### src/hw/rtl/pseg_pkg.sv
// ============================================================================
// pseg_pkg
// Shared constants and types for the point-to-segment distance core.
// ============================================================================
package pseg_pkg;

    localparam int COORD_BITS_DEF = 16;   // default coordinate width
    localparam int DIST_BITS      = 34;   // width of the dist_sq result
    localparam int TOL_BITS       = 16;   // width of the tolerance register

    // Which squared length becomes the result
    typedef enum logic [1:0] {
        SEL_AP  = 2'b00,   // projection before A, or degenerate segment
        SEL_BP  = 2'b01,   // projection past B
        SEL_MID = 2'b10    // projection inside the segment, needs the divide
    } sel_t;

    // Control that travels alongside the data through the pipeline
    typedef struct packed {
        logic valid;
        sel_t sel;
    } ctl_t;

endpackage

### src/hw/rtl/pseg_back.sv
// ============================================================================
// pseg_back
// Back end: picks the squared distance, then saturates and checks tolerance.
// Two register stages.
// ============================================================================
module pseg_back #(
    parameter int W = 2 * pseg_pkg::COORD_BITS_DEF + 2
) (
    input  logic                                clk,
    input  logic                                rst_n,
    input  logic                                en,
    input  pseg_pkg::ctl_t                      ctl_in,
    input  logic [W-1:0]                        quo,
    input  logic                                rem_nz,
    input  logic [W-1:0]                        ap2,
    input  logic [W-1:0]                        bp2,
    input  logic [2*pseg_pkg::TOL_BITS-1:0]     tol_sq,
    output logic                                out_valid,
    output logic [pseg_pkg::DIST_BITS-1:0]      dist_sq,
    output logic                                on_segment
);

    localparam int DB = pseg_pkg::DIST_BITS;
    localparam int TB = 2 * pseg_pkg::TOL_BITS;
    localparam int CW = (W > DB) ? W : DB;
    localparam int TW = (W > TB) ? W : TB;

    // stage A: floor((ap2*ab2 - t^2)/ab2) = ap2 - ceil(t^2/ab2)
    logic [W-1:0] dist_next;
    logic [W-1:0] dist_reg;
    logic         va_reg;

    always_comb
    begin
        case (ctl_in.sel)
            pseg_pkg::SEL_AP:  dist_next = ap2;
            pseg_pkg::SEL_BP:  dist_next = bp2;
            pseg_pkg::SEL_MID: dist_next = ap2 - quo - W'(rem_nz);
            default:           dist_next = ap2;
        endcase
    end

    // stage B: saturate for the port, flag on the full value
    logic [CW-1:0] dist_ext;
    logic [DB-1:0] dist_sq_next;
    logic          on_next;
    logic [DB-1:0] dist_sq_reg;
    logic          on_reg;
    logic          vb_reg;

    always_comb
    begin
        dist_ext = CW'(dist_reg);
        if (dist_ext > CW'({DB{1'b1}}))
        begin
            dist_sq_next = '1;
        end
        else
        begin
            dist_sq_next = DB'(dist_ext);
        end
        on_next = (TW'(dist_reg) <= TW'(tol_sq));
    end

    always_ff @(posedge clk or negedge rst_n)
    begin
        if (!rst_n)
        begin
            va_reg <= 1'b0;
            vb_reg <= 1'b0;
        end
        else if (en)
        begin
            va_reg <= ctl_in.valid;
            vb_reg <= va_reg;
        end
    end

    always_ff @(posedge clk)
    begin
        if (en)
        begin
            dist_reg    <= dist_next;
            dist_sq_reg <= dist_sq_next;
            on_reg      <= on_next;
        end
    end

    assign out_valid  = vb_reg;
    assign dist_sq    = dist_sq_reg;
    assign on_segment = on_reg;

endmodule

### config.mk
export PLATFORM = sky130hd
export DESIGN_NAME = pseg_back
export DESIGN_NICKNAME = d
export VERILOG_FILES = /design/src/hw/rtl/pseg_pkg.sv /design/src/hw/rtl/pseg_back.sv
export SDC_FILE = /design/constraint.sdc
export NUM_CORES = 1
export LEC_CHECK = 0
export ABC_AREA = 0
export ABC_CLOCK_PERIOD_IN_PS = 3200
export BUFFER_PORTS_ARGS = -buffer_cell sky130_fd_sc_hd__clkbuf_2
export CAP_MARGIN = 10
export CORE_MARGIN = 5
export CORE_UTILIZATION = 39
export CTS_CLUSTER_DIAMETER = 50
export DETAILED_ROUTE_END_ITERATION = 8
export GPL_TIMING_DRIVEN = 1
export PLACE_DENSITY = 0.72
export SYNTH_ARGS = -nofsm -noshare
export SYNTH_HDL_FRONTEND = slang
export SYNTH_SLANG_ARGS = --single-unit
### constraint.sdc
create_clock -name clk -period 3.2 [get_ports clk]
set_clock_uncertainty 0.05 [all_clocks]
set_input_delay 0.48 -clock clk [delete_from_list [all_inputs] [get_ports clk]]
set_output_delay 0.48 -clock clk [all_outputs]
set_load 0.1 [all_outputs]
# After elaboration in Yosys (flattened, before gate mapping)
# Cells that the tools add are included.
# Widths: inputs -> output; s select.
[totals]
ff_bits = 71
latch_bits = 0
ramBits = 0
mem_bits_ro = 0
inputBits = 141
output_inout_bits = 36
wordCells = 12
mem_count = 0
[classes]
addsub = 2
n_mul = 0
div = 0
magnitude_cmp = 2
eq_ne = 2
shifts = 0
n_mux = 1
n_bitwise = 0
reduce_logical = 0
[op_table]
columns = ["op", "n"]
rows = [
  ["$pmux 34 s2", 1],
  ["$gt 34x34->1 const B", 1],
  ["$le 34x32->1", 1],
  ["$sub 34x1->34", 1],
  ["$sub 34x34->34", 1],
  ["$eq 2x1->1 const B", 1],
  ["$eq 2x2->1 const B", 1],
]

# Logic depth before layout (Yosys ltp)
[logic_depth]
ltp_word = 3
mapped_depth = 15
ltp_nobuf = 15

# Least setup slack after synthesis
# No wires, ideal clock.
[synth_timing]
path_kind = "input to register"
from = "input port quo[0]"
to = "register dist_reg[32] (netlist: dist_ext[32]), data pin"
setup_ns = 0.275
arrival_ns = 3.720
required_time_ns = 2.875
path_slack_ns = -0.845
cell_stages = 14
n_path_buf = 0
cell_sequence = "fa_1 > inv_1 > ha_1 > or2_2 > fa_1 > nand2b_4 > a2111oi_4 > o31ai_2 > a311oi_2 > o21ai_2 > a221oi_4 > o31ai_2 > xnor2_1 > o221ai_1"
[synth_between]
elab_chain_cells = 3
[synth_lines]
columns = ["item", "line_no", "source"]
rows = [
  ["from (decl)", "pseg_back.sv:13", "input logic [W-1:0] quo,"],
  ["$sub 34x34->34", "pseg_back.sv:38", "pseg_pkg::SEL_MID: dist_next = ap2 - quo - W'(rem_nz);"],
  ["$sub 34x1->34", "pseg_back.sv:38", ""],
  ["$pmux 34 s2", "pseg_back.sv:35", "case (ctl_in.sel)"],
  ["via dist_next[32]", "pseg_back.sv:29", "logic [W-1:0] dist_next;"],
  ["to (signal assigned)", "pseg_back.sv:83", "dist_reg <= dist_next;"],
  ["to (decl)", "pseg_back.sv:30", "logic [W-1:0] dist_reg;"],
]
# The timed path passes the listed nets, and every way through them passes these cells.
# A chain may end at the register's enable or synchronous reset.

# Worst setup path after layout
[layout_timing]
from = "input port rem_nz"
to = "register dist_reg[32] (netlist: dist_ext[32]), data pin"
[layout_between]
elab_chain_cells = 2
[layout_lines]
columns = ["item", "line_no", "source"]
rows = [
  ["from (decl)", "pseg_back.sv:14", "input logic rem_nz,"],
  ["$sub 34x1->34", "pseg_back.sv:38", ""],
  ["$pmux 34 s2", "pseg_back.sv:35", ""],
  ["via dist_next[32]", "pseg_back.sv:29", ""],
]
# The timed path passes the listed nets, and every way through them passes these cells.

==> metrics <==
Area Growth Syn to Fin=30.8%; DR WL/cell=between 15 and 20 um; Routed Antenna Nets=0; Total Wirelength=17700 um; Die Y=approximately 140 um; Post-synth EDFFs=69; CTS buffer count=9; max frequency=~260 MHz; Startpoint Class=primary input; die area=18700 um2; share of cells above drive strength 1=32.8%; GRT overflow=0; TritonCTS clock tree=done; Residual DRC=0; # nets final=between 1000 and 1500; clock slew at reported path FFs=about 50 ps; CORE AREA=15800 um2; power density over the cells=474 nW/um2; Final WS setup=-620 ps; DP HPWL=between 10000 and 15000 um; routed vias/inst=5.07; min Tclk post-route=3820 ps; pins over their slew limit=0; Worst-Margin Slew=813 ps; H-tree depth=3; failing checks=setup timing; dpl cell area=7660 um2; Clk Latency, worst-skew pair=330 ps; unrepaired setup endpoints after global routing=yes; Layout Cells excl Fill=1107; CP Capture Type=register; vias in the first global route=5347; Seq/Total Area, Yosys=between 30% and 40%; # setup viols final=15; Mean Syn Cell Area=roughly 9.1 um2; Yosys warning count=0; max_slew headroom=between 40% and 50%; Ports=about 180; initial core utilization=roughly 40%; endpoints failing hold=0; I/O Buffers=176; Mapped Nets=927; vias after detailed routing=5610; CP arrival=3810 ps; Syn Std Cell Area=6250 um2; first-pass GRT wire length=roughly 27000 um; Hold Crit Class=primary input to register; Req. time, crit path=3190 ps; pin count of the biggest net entering global routing=43; Yosys reg bits=71; Clock Tree Buf Depth=2; Syn Inst Count=686; DIE WIDTH=about 140 um; Post-Layout Inst Area=8180 um2; fill cell count=1463; Total GRT Usage=18.4%; pre-CTS WS=-951 ps; Rows=46; CP max FO=3; Max-Cap Viols=0; Lkg Pwr=0.00410 uW; crit path kind=primary input to register; DRT iter0 DRCs=440; period utilization=119%; Main synth FF type=edfxtp_1; fraction of registers with async set/reset=under 10%; maximum ir drop on the vdd rail=0.282 mV; Netlist cell types=64; Pre-antenna DRT Iters=4; Post-Place Cells=approximately 1100; clk sink count=between 70 and 80; antenna violations before repair=2; Clock Root Buffer=clkbuf_16; status=complete, but fails checks; GPL Wtd Cong=0.936
==> path summary, 6_finish.rpt <==
path	cells past startpoint	slack [ps]	startpoint	end
setup / recovery	15	-620	rem_nz	dist_ext[32]
hold / removal	2	340	ctl_in[2]	va_reg
setup reg to reg	10	1060	dist_ext[19]	on_segment
hold reg to reg	0	400	dist_ext[0]	dist_sq[0]
max in group asynchronous	2	2570	rst_n	out_valid
min in group asynchronous	2	430	rst_n	va_reg
==> routing by layer <==
layer	share of wire [%]	GRT usage, %
met3	5.0	2.21
met4	3.1	7.45
met1	43	23.8
met2	49	31.3
met5	0	0
==> cell usage after synthesis, drive strengths merged (5+ instances only) <==
cell / count / area (um2)
nand3: 10 / 50.1
o21bai: 5 / 37.5
xnor2: 19 / 166
nand2: 29 / 109
xor2: 11 / 96.3
inv: 139 / 522
o21ai: 34 / 174
a221oi: 24 / 234
ha: 98 / 1230
a21o: 25 / 188
nor2b: 6 / 37.5
a21oi: 56 / 280
nor3: 5 / 25.0
nand4: 11 / 68.8
or3: 6 / 37.5
nor2: 11 / 41.3
o21a: 7 / 52.6
clkbuf: 52 / 196
a22oi: 7 / 52.6
edfxtp: 69 / 2070
==> what timing repair did <==
| action | in CTS | in global routing |
|---|---|---|
| pin swaps | 13 | 11 |
| resized for setup | 15 | 16 |
| hold buffers | 1 | 0 |
| setup endpoints to repair | 18 | 25 |
| buffers inserted | 6 | 2 |
| endpoints found under the hold margin | 2 | 0 |
==> logic make-up (layout without fill, tap and decap cells) <==
group                      Yosys count  in the layout  synth area share, %
AOI/OAI and AO/OA                  193            193                 21.5
buffers and inverters              194            397                 11.7
adders and majority gates          100            100                 20.3
DFF                                 71             71                 33.9
other                                0              2                    0
muxes                                3              3                0.520
and+or+nand+nor                     95             95                 7.88
xor gates and xnor gates            30             30                 4.20
==> area by class of cell <==
cell class                 instances  area, um2  share of cell area (%)
clock inverter                     5       48.8                   0.597
tap                              216        270                    3.30
timing repair buffer             242       1420                    17.3
multi-input combinational        421       3560                    43.5
antenna                            2       5.00                  0.0612
sequential                        71       2120                    25.9
clock buffer                      11        233                    2.85
inverter                         139        522                    6.38
==> critical path, cell delays in order <==
cell and delay [ps]:
buf_6 90, fa_1 580, inv_1 60, ha_2 160, or2_4 230, fa_2 370
nand2b_4 160, a2111oi_4 360, o31ai_2 130, a311oi_2 300, o21ai_2 130, a221oi_4 330
o31ai_2 100, xnor2_1 180, o221ai_1 140
==> report_power, final <==
part,switching (uW),internal (uW)
registers,55.5,1160
logic,1030,673
clock network,364,597
==> cell usage in the layout, fill, tap and decap left out, drive strengths merged, types with 5 or more instances in the layout <==
cell,Yosys,routed
o21a,7,7
nor2b,6,6
nand2,29,29
a22oi,7,7
a21oi,56,56
or3,6,6
inv,139,139
nor2,11,11
nor3,5,5
xor2,11,11
nand3,10,10
a21o,25,25
o21bai,5,5
nand4,11,11
buf,3,67
xnor2,19,19
a221oi,24,24
o21ai,34,34
edfxtp,69,69
ha,98,98
clkbuf,52,185
==> through the flow <==
step	hold slack, ps	util (%)	total power [uW]	setup TNS (ps)
after detailed placement	226	48.4	2820	-13430
final	339	51.7	3880	-5850
after floorplan	134	-	2350	-4540
after CTS	328	51.1	3850	-5560
after global placement	218	48.4	2800	-11660
after global routing	331	51.7	4090	-7850
(Power assumes the default switching activity.)
